--- config.mk ---
export PLATFORM = sky130hd
export DESIGN_NAME = decimal_digit_display_formatter_unit
export DESIGN_NICKNAME = d
export VERILOG_FILES = /design/src/hw/rtl/ddf_pkg.sv /design/src/hw/rtl/ddf_front.sv /design/src/hw/rtl/ddf_queue.sv /design/src/hw/rtl/ddf_back.sv /design/src/hw/rtl/decimal_digit_display_formatter_unit.sv
export SDC_FILE = /design/constraint.sdc
export NUM_CORES = 1
export LEC_CHECK = 0
export BUFFER_PORTS_ARGS = -buffer_cell sky130_fd_sc_hd__clkbuf_2
export CAP_MARGIN = 20
export CORE_ASPECT_RATIO = 1.75
export CORE_UTILIZATION = 57
export DETAILED_ROUTE_END_ITERATION = 8
export HOLD_SLACK_MARGIN = 0.02
export PLACE_DENSITY = 0.77
export SYNTH_ARGS = -nofsm -noshare
export SYNTH_HDL_FRONTEND = slang
export SYNTH_SLANG_ARGS = --single-unit
--- constraint.sdc ---
create_clock -name clk -period 3.45 [get_ports clk]
set_input_delay 1.035 -clock clk [delete_from_list [all_inputs] [get_ports clk]]
set_output_delay 1.035 -clock clk [all_outputs]
set_load 0.02 [all_outputs]
--- src/hw/rtl/ddf_pkg.sv ---
// shared constants, types and functions of the decimal digit display formatter
// no dependencies; imported by every module of the block
`default_nettype none

package ddf_pkg;

    // input value and conversion sizes
    localparam int VALUE_W     = 40;
    localparam int BCD_DIGITS  = 13;                  // digits of the widest 40-bit value
    localparam int BCD_W       = BCD_DIGITS * 4;
    localparam int BITS_PER_STEP = 4;
    localparam int DD_STEPS    = VALUE_W / BITS_PER_STEP;
    localparam int CNT_W       = $clog2(DD_STEPS);

    // display side
    localparam int DIGIT_COUNT = 12;
    localparam int IDX_W       = $clog2(DIGIT_COUNT);
    localparam int BASE_W      = 3;
    localparam int POS_W       = 6;
    localparam int DIG_W       = 4;
    localparam int OUT_DATA_W  = 16;
    localparam int SEP_STRIDE  = 3;

    localparam logic [IDX_W-1:0] LAST_IDX  = IDX_W'(DIGIT_COUNT - 1);
    localparam logic [CNT_W-1:0] LAST_STEP = CNT_W'(DD_STEPS - 1);

    // converter to queue request
    typedef struct packed {
        logic             valid;
        logic [BCD_W-1:0] bcd;
    } ddf_push_t;

    // queue status
    typedef struct packed {
        logic full;
        logic empty;
    } ddf_qstat_t;

    // four double-dabble steps: add-3 correction then shift in one input bit
    function automatic logic [BCD_W-1:0] dd_nibble(input logic [BCD_W-1:0] bcd_in,
                                                   input logic [BITS_PER_STEP-1:0] nib);
        logic [BCD_W-1:0] acc;
        acc = bcd_in;
        for (int b = BITS_PER_STEP - 1; b >= 0; b--)
        begin
            for (int d = 0; d < BCD_DIGITS; d++)
            begin
                if (acc[d*4 +: 4] >= 4'd5)
                    acc[d*4 +: 4] = acc[d*4 +: 4] + 4'd3;
            end
            acc = {acc[BCD_W-2:0], nib[b]};
        end
        return acc;
    endfunction

    // thousands separator positions: every third index above zero
    function automatic logic is_sep(input logic [IDX_W-1:0] idx);
        logic hit;
        hit = 1'b0;
        for (int k = SEP_STRIDE; k < DIGIT_COUNT; k += SEP_STRIDE)
        begin
            if (idx == IDX_W'(k))
                hit = 1'b1;
        end
        return hit;
    endfunction

endpackage

`default_nettype wire

--- src/hw/rtl/ddf_front.sv ---
// front end: accepts a binary value and converts it to packed decimal digits
// four bits per cycle; depends on ddf_pkg
`default_nettype none

module ddf_front (
    input  wire logic                         clk,
    input  wire logic                         rst_n,
    input  wire logic                         s_tvalid,
    output logic                              s_tready,
    input  wire logic [ddf_pkg::VALUE_W-1:0]  s_tdata,   // [39:0] value
    input  wire ddf_pkg::ddf_qstat_t          q_stat,
    output ddf_pkg::ddf_push_t                push
);
    import ddf_pkg::*;

    logic                busy_reg, busy_next;
    logic                done_reg, done_next;
    logic [CNT_W-1:0]    cnt_reg, cnt_next;
    logic [VALUE_W-1:0]  bin_reg, bin_next;
    logic [BCD_W-1:0]    bcd_reg, bcd_next;
    logic                accept;
    logic                pushed;

    // handshake: take a new value while the finished one leaves
    assign pushed     = done_reg && !q_stat.full;
    assign s_tready   = !busy_reg && (!done_reg || !q_stat.full);
    assign accept     = s_tvalid && s_tready;
    assign push.valid = done_reg;
    assign push.bcd   = bcd_reg;

    // conversion sequencer
    always_comb
    begin
        busy_next = busy_reg;
        done_next = done_reg;
        cnt_next  = cnt_reg;
        bin_next  = bin_reg;
        bcd_next  = bcd_reg;
        if (pushed)
            done_next = 1'b0;
        if (accept)
        begin
            busy_next = 1'b1;
            cnt_next  = '0;
            bin_next  = s_tdata;
            bcd_next  = '0;
        end
        else if (busy_reg)
        begin
            bcd_next = dd_nibble(bcd_reg, bin_reg[VALUE_W-1 -: BITS_PER_STEP]);
            bin_next = {bin_reg[VALUE_W-BITS_PER_STEP-1:0], {BITS_PER_STEP{1'b0}}};
            cnt_next = cnt_reg + 1'b1;
            if (cnt_reg == LAST_STEP)
            begin
                busy_next = 1'b0;
                done_next = 1'b1;
            end
        end
    end

    // control state
    always_ff @(posedge clk or negedge rst_n)
    begin
        if (!rst_n)
        begin
            busy_reg <= 1'b0;
            done_reg <= 1'b0;
            cnt_reg  <= '0;
        end
        else
        begin
            busy_reg <= busy_next;
            done_reg <= done_next;
            cnt_reg  <= cnt_next;
        end
    end

    // datapath
    always_ff @(posedge clk)
    begin
        bin_reg <= bin_next;
        bcd_reg <= bcd_next;
    end

endmodule

`default_nettype wire

--- src/hw/rtl/ddf_queue.sv ---
// two-entry queue of converted values between front and back
// depends on ddf_pkg
`default_nettype none

module ddf_queue (
    input  wire logic                       clk,
    input  wire logic                       rst_n,
    input  wire ddf_pkg::ddf_push_t         push,
    input  wire logic                       pop,
    output ddf_pkg::ddf_qstat_t             q_stat,
    output logic [ddf_pkg::BCD_W-1:0]       head
);
    import ddf_pkg::*;

    logic [BCD_W-1:0] mem_reg [2];
    logic             wr_ptr_reg, wr_ptr_next;
    logic             rd_ptr_reg, rd_ptr_next;
    logic [1:0]       count_reg, count_next;
    logic             do_push;
    logic             do_pop;

    assign q_stat.full  = (count_reg == 2'd2);
    assign q_stat.empty = (count_reg == 2'd0);
    assign do_push      = push.valid && !q_stat.full;
    assign do_pop       = pop && !q_stat.empty;
    assign head         = mem_reg[rd_ptr_reg];

    // pointer and count update
    always_comb
    begin
        wr_ptr_next = do_push ? !wr_ptr_reg : wr_ptr_reg;
        rd_ptr_next = do_pop ? !rd_ptr_reg : rd_ptr_reg;
        count_next  = count_reg;
        if (do_push && !do_pop)
            count_next = count_reg + 2'd1;
        else if (do_pop && !do_push)
            count_next = count_reg - 2'd1;
    end

    always_ff @(posedge clk or negedge rst_n)
    begin
        if (!rst_n)
        begin
            wr_ptr_reg <= 1'b0;
            rd_ptr_reg <= 1'b0;
            count_reg  <= '0;
        end
        else
        begin
            wr_ptr_reg <= wr_ptr_next;
            rd_ptr_reg <= rd_ptr_next;
            count_reg  <= count_next;
        end
    end

    // entry storage
    always_ff @(posedge clk)
    begin
        if (do_push)
            mem_reg[wr_ptr_reg] <= push.bcd;
    end

endmodule

`default_nettype wire

--- src/hw/rtl/ddf_back.sv ---
// back end: walks the packed digits and issues one display write per cycle while the
// receiver is ready, through a registered output; depends on ddf_pkg
`default_nettype none

module ddf_back (
    input  wire logic                          clk,
    input  wire logic                          rst_n,
    input  wire logic [ddf_pkg::BASE_W-1:0]    display_base,
    input  wire ddf_pkg::ddf_qstat_t           q_stat,
    input  wire logic [ddf_pkg::BCD_W-1:0]     head,
    output logic                               pop,
    output logic                               m_tvalid,
    input  wire logic                          m_tready,
    output logic [ddf_pkg::OUT_DATA_W-1:0]     m_tdata,   // [5:0] position, [9:6] digit_value,
                                                          // [10] dot, [15:11] zero
    output logic                               m_tuser,   // [0] blank
    output logic                               m_tlast    // last
);
    import ddf_pkg::*;

    logic                  active_reg, active_next;
    logic [IDX_W-1:0]      idx_reg, idx_next;
    logic [BCD_W-1:0]      cur_reg, cur_next;
    logic                  out_valid_reg, out_valid_next;
    logic [POS_W-1:0]      pos_reg, pos_next;
    logic [DIG_W-1:0]      dig_reg, dig_next;
    logic                  dot_reg, dot_next;
    logic                  blank_reg, blank_next;
    logic                  last_reg, last_next;
    logic                  out_free;
    logic                  emit;
    logic                  is_blank;

    assign out_free = !out_valid_reg || m_tready;
    assign emit     = active_reg && out_free;
    assign pop      = !q_stat.empty && (!active_reg || (emit && idx_reg == LAST_IDX));
    // blank once no nonzero digit remains at or above this position, except at position zero
    assign is_blank = (cur_reg == '0) && (idx_reg != '0);

    // digit walker and output register
    always_comb
    begin
        active_next    = active_reg;
        idx_next       = idx_reg;
        cur_next       = cur_reg;
        out_valid_next = out_valid_reg && !m_tready;
        pos_next       = pos_reg;
        dig_next       = dig_reg;
        dot_next       = dot_reg;
        blank_next     = blank_reg;
        last_next      = last_reg;
        if (emit)
        begin
            out_valid_next = 1'b1;
            pos_next   = {display_base, 3'b000} + {{(POS_W-IDX_W){1'b0}}, idx_reg};
            dig_next   = cur_reg[DIG_W-1:0];
            blank_next = is_blank;
            dot_next   = !is_blank && is_sep(idx_reg);
            last_next  = (idx_reg == LAST_IDX);
            cur_next   = {4'b0000, cur_reg[BCD_W-1:4]};
            idx_next   = idx_reg + 1'b1;
            if (idx_reg == LAST_IDX)
                active_next = 1'b0;
        end
        if (pop)
        begin
            active_next = 1'b1;
            idx_next    = '0;
            cur_next    = head;
        end
    end

    always_ff @(posedge clk or negedge rst_n)
    begin
        if (!rst_n)
        begin
            active_reg    <= 1'b0;
            idx_reg       <= '0;
            out_valid_reg <= 1'b0;
        end
        else
        begin
            active_reg    <= active_next;
            idx_reg       <= idx_next;
            out_valid_reg <= out_valid_next;
        end
    end

    always_ff @(posedge clk)
    begin
        cur_reg   <= cur_next;
        pos_reg   <= pos_next;
        dig_reg   <= dig_next;
        dot_reg   <= dot_next;
        blank_reg <= blank_next;
        last_reg  <= last_next;
    end

    assign m_tvalid = out_valid_reg;
    assign m_tdata  = {{(OUT_DATA_W-POS_W-DIG_W-1){1'b0}}, dot_reg, dig_reg, pos_reg};
    assign m_tuser  = blank_reg;
    assign m_tlast  = last_reg;

endmodule

`default_nettype wire

--- src/hw/rtl/decimal_digit_display_formatter_unit.sv ---
// decimal digit display formatter: value in, twelve display writes out
// path: an accepted value passes the converter, the queue, the digit walker and the output register
// output: twelve writes per value, one write per cycle from the output stage while m_tready is high;
//   the converter takes 4 bits per cycle and runs ahead via a 2-entry queue
// reset: clears all control state and sets display_base to 0; no clearing pass
// depends on ddf_pkg, ddf_front, ddf_queue, ddf_back
`default_nettype none

module decimal_digit_display_formatter_unit (
    input  wire logic                           clk,
    input  wire logic                           rst_n,
    input  wire logic                           cfg_we,
    input  wire logic [ddf_pkg::BASE_W-1:0]     cfg_wdata,  // display_base
    input  wire logic                           s_tvalid,
    output logic                                s_tready,
    input  wire logic [ddf_pkg::VALUE_W-1:0]    s_tdata,    // [39:0] value
    output logic                                m_tvalid,
    input  wire logic                           m_tready,
    output logic [ddf_pkg::OUT_DATA_W-1:0]      m_tdata,    // [5:0] position, [9:6] digit_value,
                                                            // [10] dot, [15:11] zero
    output logic                                m_tuser,    // [0] blank
    output logic                                m_tlast     // last
);
    import ddf_pkg::*;

    logic [BASE_W-1:0] display_base_reg;
    ddf_push_t         push;
    ddf_qstat_t        q_stat;
    logic [BCD_W-1:0]  head;
    logic              pop;

    // configuration register
    always_ff @(posedge clk or negedge rst_n)
    begin
        if (!rst_n)
            display_base_reg <= '0;
        else if (cfg_we)
            display_base_reg <= cfg_wdata;
    end

    ddf_front u_front (
        .clk      (clk),
        .rst_n    (rst_n),
        .s_tvalid (s_tvalid),
        .s_tready (s_tready),
        .s_tdata  (s_tdata),
        .q_stat   (q_stat),
        .push     (push)
    );

    ddf_queue u_queue (
        .clk    (clk),
        .rst_n  (rst_n),
        .push   (push),
        .pop    (pop),
        .q_stat (q_stat),
        .head   (head)
    );

    ddf_back u_back (
        .clk          (clk),
        .rst_n        (rst_n),
        .display_base (display_base_reg),
        .q_stat       (q_stat),
        .head         (head),
        .pop          (pop),
        .m_tvalid     (m_tvalid),
        .m_tready     (m_tready),
        .m_tdata      (m_tdata),
        .m_tuser      (m_tuser),
        .m_tlast      (m_tlast)
    );

    // queue can never be full and empty at once
    a_queue_count: assert property (@(posedge clk) disable iff (!rst_n)
        !(q_stat.full && q_stat.empty))
        else $error("queue status inconsistent");

    // converter is busy right after taking a value
    a_front_busy: assert property (@(posedge clk) disable iff (!rst_n)
        (s_tvalid && s_tready) |=> !s_tready)
        else $error("converter took two values back to back");

    // a blank position carries neither digit nor dot
    a_blank_clean: assert property (@(posedge clk) disable iff (!rst_n)
        (m_tvalid && m_tuser) |-> (m_tdata[10:6] == 5'd0))
        else $error("blank position with digit or dot");

    // a pop is only issued while the queue holds a value
    a_pop_nonempty: assert property (@(posedge clk) disable iff (!rst_n)
        pop |-> !q_stat.empty)
        else $error("pop from empty queue");

endmodule

`default_nettype wire

Word-level counts from Yosys, hierarchy flattened
Memory sizes are Yosys's and may differ from the RTL's.
Index checks and enable logic that the tools add are counted.
{"block": "totals", "ff_bits": 176, "ram_bits": 104, "input_bits": 48, "wordCells": 326, "memories": 1}
{"block": "classes", "addsub": 57, "order_cmp": 52, "n_eq_ne": 6, "mux": 157, "reduce_logical": 35}
{"memory": "u_queue.mem_reg", "words": 2, "width": 52, "rd": 1, "rd_clocked_by_memory_dff": 0, "wr": 1, "line_no": "ddf_queue.sv:15", "rtl": "logic [BCD_W-1:0] mem_reg [2];"}
{"op": "$mux 4", "n": 124}
{"op": "$ge 4x3->1 const B", "n": 52}
{"op": "$add 4x2->4 const B", "n": 48}
{"op": "$mux 52", "n": 2}
{"op": "$mux 40", "n": 2}
{"op": "$logic_not 52->1", "n": 1}
{"op": "$mux 3", "n": 10}
{"op": "$mux 1", "n": 17}
{"op": "$add 3x2->3 const B", "n": 4}
{"op": "$eq 4x4->1 const B", "n": 3}
{"op": "$logic_and 1x1->1", "n": 12}
{"op": "$logic_not 1->1", "n": 12}
{"op": "$add 4x1->4 const B", "n": 2}
{"op": "$reduce_bool 2->1", "n": 4}
{"op": "$add 6x4->6", "n": 1}
{"op": "$eq 4x2->1 const B", "n": 1}
{"op": "$eq 4x3->1 const B", "n": 1}
{"op": "$mux 2", "n": 2}
{"op": "$reduce_bool 4->1", "n": 1}
{"op": "$logic_or 1x1->1", "n": 3}
{"op": "$add 2x1->2 const B", "n": 1}
{"op": "$eq 2x2->1 const B", "n": 1}
{"op": "$logic_not 2->1", "n": 1}
{"op": "$reduce_and 2->1", "n": 1}
{"op": "$sub 2x1->2 const B", "n": 1}

Longest topological paths before layout
{"block": "logic_depth", "depth_word": 16, "depth_mapped": 20, "depth_no_buf": 20}

By module
From an unflattened synthesis, not the netlist that was laid out.
{"block": "hier_totals", "hier_cells": 1725, "hier_area_um2": 17588.1}
{"mod": "ddf_front", "instances": 1, "cells_each": 1346, "area_per_inst_um2": 10083.4}
{"mod": "ddf_queue", "instances": 1, "cells_each": 181, "area_per_inst_um2": 4200.3}
{"mod": "ddf_back", "instances": 1, "cells_each": 192, "area_per_inst_um2": 3195.6}
{"mod": "decimal_digit_display_formatter_unit", "instances": 1, "cells_each": 6, "area_per_inst_um2": 108.9}

Least setup slack after synthesis
Ideal clock, no wire load.
{"block": "synth_timing", "path_kind": "register -> register", "start": "register u_front.bcd_reg[17]", "end": "register u_front.bcd_reg[23]", "setup_ns": 0.059, "arrival_ns": 3.536, "t_required_ns": 3.391, "path_slack_ns": -0.145, "stages_incl_launch_ff": 16, "path_buffers": 1, "path_cell_list": "dfxtp_1 inv_1 ha_1 nand2b_1 a21oi_1 mux2_2 or3_1 clkbuf_1 and2_4 ha_1 maj3_1 a221oi_1 mux2i_2 o21ba_2 mux2i_1 a22o_1"}
{"block": "synth_between", "elab_chain_cells": 14, "word_cells_on_any_way": 28, "classes_between": "add/sub: 6; order compare: 6; mux: 16"}
{"item": "start: declaration", "line_no": "ddf_front.sv:20", "rtl": "logic [BCD_W-1:0] bcd_reg, bcd_next;"}
{"item": "start signal: assignment", "line_no": "ddf_front.sv:82", "rtl": "bcd_reg <= bcd_next;"}
{"item": "$add 4x2->4 or $ge 4x3->1 (tied branches)", "line_no": "ddf_pkg.sv:49, ddf_pkg.sv:48"}
{"item": "$mux 4 (*)", "line_no": "ddf_pkg.sv:48", "rtl": "if (acc[d*4 +: 4] >= 4'd5)"}
{"item": "$mux 4 (*)", "line_no": "ddf_front.sv:48", "rtl": "else if (busy_reg)"}
{"item": "$mux 4 (*)", "line_no": "ddf_front.sv:41", "rtl": "if (accept)"}
{"item": "$add 4x2->4 or $ge 4x3->1 (tied branches)", "line_no": "ddf_pkg.sv:49, ddf_pkg.sv:48"}
{"item": "$mux 4", "line_no": "ddf_pkg.sv:48"}
{"item": "$mux 4", "line_no": "ddf_front.sv:48"}
{"item": "$mux 4", "line_no": "ddf_front.sv:41"}
{"item": "$add 4x2->4 or $ge 4x3->1 (tied branches)", "line_no": "ddf_pkg.sv:49, ddf_pkg.sv:48"}
{"item": "$mux 4", "line_no": "ddf_pkg.sv:48"}
{"item": "$mux 4", "line_no": "ddf_front.sv:48"}
{"item": "$mux 4", "line_no": "ddf_front.sv:41"}
{"item": "$add 4x2->4 or $ge 4x3->1 (tied branches)", "line_no": "ddf_pkg.sv:49, ddf_pkg.sv:48"}
{"item": "$mux 4 (*)", "line_no": "ddf_pkg.sv:48"}
Every way passes the cells marked *; elsewhere a longest branch is shown, timed or not. The select of a mux whose other input is x is not followed.
A chain may end at the register's enable or synchronous reset.

Worst setup path in the final report
{"block": "layout_timing", "start": "register u_front.bcd_reg[48]", "end": "register u_front.bcd_reg[50]"}
{"block": "layout_between", "elab_chain_cells": 14, "word_cells_on_any_way": 18, "classes_between": "add/sub: 4; order compare: 4; mux: 10"}
{"item": "$ge 4x3->1 or $add 3x2->3 (tied branches)", "line_no": "ddf_pkg.sv:48, ddf_pkg.sv:49"}
{"item": "$mux 3 (*)", "line_no": "ddf_pkg.sv:48"}
{"item": "$mux 3 (*)", "line_no": "ddf_front.sv:48"}
{"item": "$mux 3 (*)", "line_no": "ddf_front.sv:41"}
{"item": "$ge 4x3->1 or $add 3x2->3 (tied branches)", "line_no": "ddf_pkg.sv:48, ddf_pkg.sv:49"}
{"item": "$mux 3 (*)", "line_no": "ddf_pkg.sv:48"}
{"item": "$mux 3 (*)", "line_no": "ddf_front.sv:48"}
{"item": "$mux 3 (*)", "line_no": "ddf_front.sv:41"}
{"item": "$ge 4x3->1 or $add 3x2->3 (tied branches)", "line_no": "ddf_pkg.sv:48, ddf_pkg.sv:49"}
{"item": "$mux 3 (*)", "line_no": "ddf_pkg.sv:48"}
{"item": "$mux 3 (*)", "line_no": "ddf_front.sv:48"}
{"item": "$mux 3 (*)", "line_no": "ddf_front.sv:41"}
{"item": "$ge 4x3->1 or $add 3x2->3 (tied branches)", "line_no": "ddf_pkg.sv:48, ddf_pkg.sv:49"}
{"item": "$mux 3 (*)", "line_no": "ddf_pkg.sv:48"}
Marked as above.

==> results.cfg <==
[floorplanning]
initial_core_util = 0.577
num_rows = 83
die_h_um = 230
fp.dieW_um = 132
die_area_mm2 = 0.0303
core-area_mm2 = 0.0293
ios = 68

[sta]
period_minus_slack_ns = 3.43
max_freq_mhz = 292
hold_violations = 0
finalCritPeriodShare = 0.993
setup_viol = 0
maxSlewViolCount = 0
relSlewSlack = 0.480
worst_clock_skew_ns = 0.0209
rsz0062_at_grt = true
tightest_slew_ns = 0.780

[critical_path]
path_class = reg2reg
crit_path_start_kind = flop
worstPathRequired_ns = 3.88
rrSetupSlack_ns = 0.02
cp-end-kind = flop
crit_fanout = 4
arrival_ns = 3.86

[detailed_routing]
vias = 14100
drt-vias-per-instance = 6.18
drc = 0
drtIter0Drc = 930
drt-total-wl_mm = 41.0
dr.pass1.iters = 7
postRouteAntennaNets = 0
wire_per_inst_um = 18.0

[finish]
drive_above_1_share = 0.279
largest_reg_flops = 104
fin_nets = 1984
fin_cells = 2282
n_antenna_cell = 0
fill_cells = 2147
syn_to_final_growth_pct = 20.2

[logic_synthesis]
async_reset_ff_frac = 0.0679
synth-seq-cells = 280
yosysWarnings = 0
synthCells = 1692
ys_types = 92
synth_edf_count = 209
synth.avg_cell_area_um2 = 9.98
seq_area_frac_synth = 0.461
ys.flop_type = edfxtp_1
netlist_area_mm2 = 0.0169

[placement]
io_buffers = 62
dp.cells = 2214
gp_congestion = 0.895
dp_hpwl_mm = 28.2

[clock_network]
htreeDepth = 1
clk_latency_ns = 0.54
postCtsHoldBufs = 0
root_buffer = clkbuf_16
cts.sinks = 280
cts_tree = yes
ctsLongestPathBuffers = 3
clk_pin_slew_ns = 0.07
tritoncts.num_buffers = 26

[hold_path]
hold_path.class = in2async

[grt]
grt_max_degree = 58
grt_first_pass_wirelength_mm = 64.5
antenna_found_initial = 0
grt_pass1_vias = 13600
grt_overflow_total = 0
gr-usage-all-layers = 0.258

[flow_run]
drv_cap = 0

[run_status]
status = completed
## cells by family after synthesis
logic type	share of synthesized area
DFF	0.461
xor gates and xnor gates	0.0170
muxes	0.0894
buffers and inverters	0.0351
AOI/OAI and AO/OA	0.203
other	0.000222
and+or+nand+nor	0.150
adders and majority gates	0.0439
## cell usage after synthesis (41+ instances only)
library cell | number | area [µm²]
o21ai_0 | 95 | 475
mux2i_1 | 82 | 821
mux2_2 | 60 | 676
nor3_1 | 41 | 205
inv_1 | 65 | 244
a21oi_1 | 126 | 631
ha_1 | 56 | 701
nand3_1 | 44 | 220
nand2_1 | 132 | 495
edfxtp_1 | 209 | 6280
nor2_1 | 139 | 522
dfxtp_1 | 52 | 1040
clkbuf_1 | 56 | 210
## path summary, 6_finish.rpt
| check | startpoint | to | depth (start not counted) |
|---|---|---|---|
| min | rst_n | u_back.idx_reg[2]$_DFFE_PN0P_ | 1 |
| max | u_front.bcd_reg[48]$_SDFFE_PP0P_ | u_front.bcd_reg[50]$_SDFFE_PP0P_ | 20 |
| max reg2reg | u_front.bcd_reg[48]$_SDFFE_PP0P_ | u_front.bcd_reg[50]$_SDFFE_PP0P_ | 20 |
| max in group asynchronous | rst_n | u_front.busy_reg$_DFF_PN0_ | 1 |
| min reg2reg | u_back.cur_reg[3]$_DFFE_PP_ | u_back.dig_reg[3]$_DFFE_PP_ | 0 |
| min in group clk | u_back.cur_reg[3]$_DFFE_PP_ | u_back.dig_reg[3]$_DFFE_PP_ | 0 |
## per-stage QoR
step | hold slack, ns | utilization | setup TNS (ns) | cell area, µm² | worst slack [ns]
2_1_floorplan | 0.418 | - | -0.0130 | 16900 | -0.0130
3_3_place_gp | 0.435 | 0.635 | 0 | 18600 | 0.0234
3_5_place_dp | 0.439 | 0.635 | -0.714 | 18600 | -0.174
4_1_cts | 0.454 | 0.668 | -0.0388 | 19600 | -0.0388
5_1_grt | 0.472 | 0.693 | -0.559 | 20300 | -0.155
6_report | 0.457 | 0.693 | 0 | 20300 | 0.0235
## cells in the final DEF, fill, tap and decap left out, types with 15 or more instances in the layout
cell type and n:
inv_1 58, a211oi_2 16, nor2_1 131, nor3_1 34
buf_4 168, o21ai_1 19, o211ai_1 29, nand2_1 130
a21o_1 15, o21ai_0 78, a21oi_1 112, clkbuf_2 62
nand2b_1 28, ha_1 40, or2_2 17, dfxtp_1 38
and2_1 18, nand3_1 44, nor4_1 19, o21a_1 23
mux2_2 58, clkbuf_16 26, dfrtp_1 17, mux2i_1 77
xnor2_1 17, edfxtp_1 209
## cell type report
cell class,instances,area [µm²],share of cell area
Inverter,66,250,0.0123
Multi-Input combinational cell,1270,9230,0.455
Clock buffer,31,679,0.0335
Tap cell,382,478,0.0235
Sequential cell,280,7820,0.385
Timing Repair Buffer,236,1660,0.0817
Clock inverter,17,183,0.00900
## routing by layer
layer  track usage  wire [µm]  up-vias  part of all wire
met5             0          0        -                 0
met4        0.0923       1130        0             0.028
met3        0.0214       1530       88             0.037
met2         0.512      22900      431              0.56
met1         0.281      15400     6827              0.38
li1              -          -     6767                 -
## worst max-delay path, cell delays in order (launching register included)
cell and delay [ns]:
dfxtp_2 0.35, inv_1 0.06, ha_1 0.22, nand2b_1 0.10, a21oi_2 0.06, buf_6 0.14, mux2i_4 0.20, buf_6 0.13
nor2_2 0.17, a2bb2oi_2 0.19, inv_2 0.06, ha_1 0.19, inv_1 0.06, a22o_1 0.16, nand2_2 0.08, xnor2_2 0.23
ha_2 0.22, nor2b_4 0.16, o31ai_4 0.07, and3_1 0.19, a311o_1 0.30
## repair_timing
| item | 4_1_cts | 5_1_grt |
|---|---|---|
| setup buffers | 3 | 17 |
| hold endpoints to repair | 0 | 0 |
| gates resized for setup | 22 | 159 |
| endpoints found under the setup margin | 9 | 46 |
| pin swaps | 4 | 41 |
Power is not shown: default switching activity piles up to over one toggle a cycle in this logic, so the estimate is an artifact.
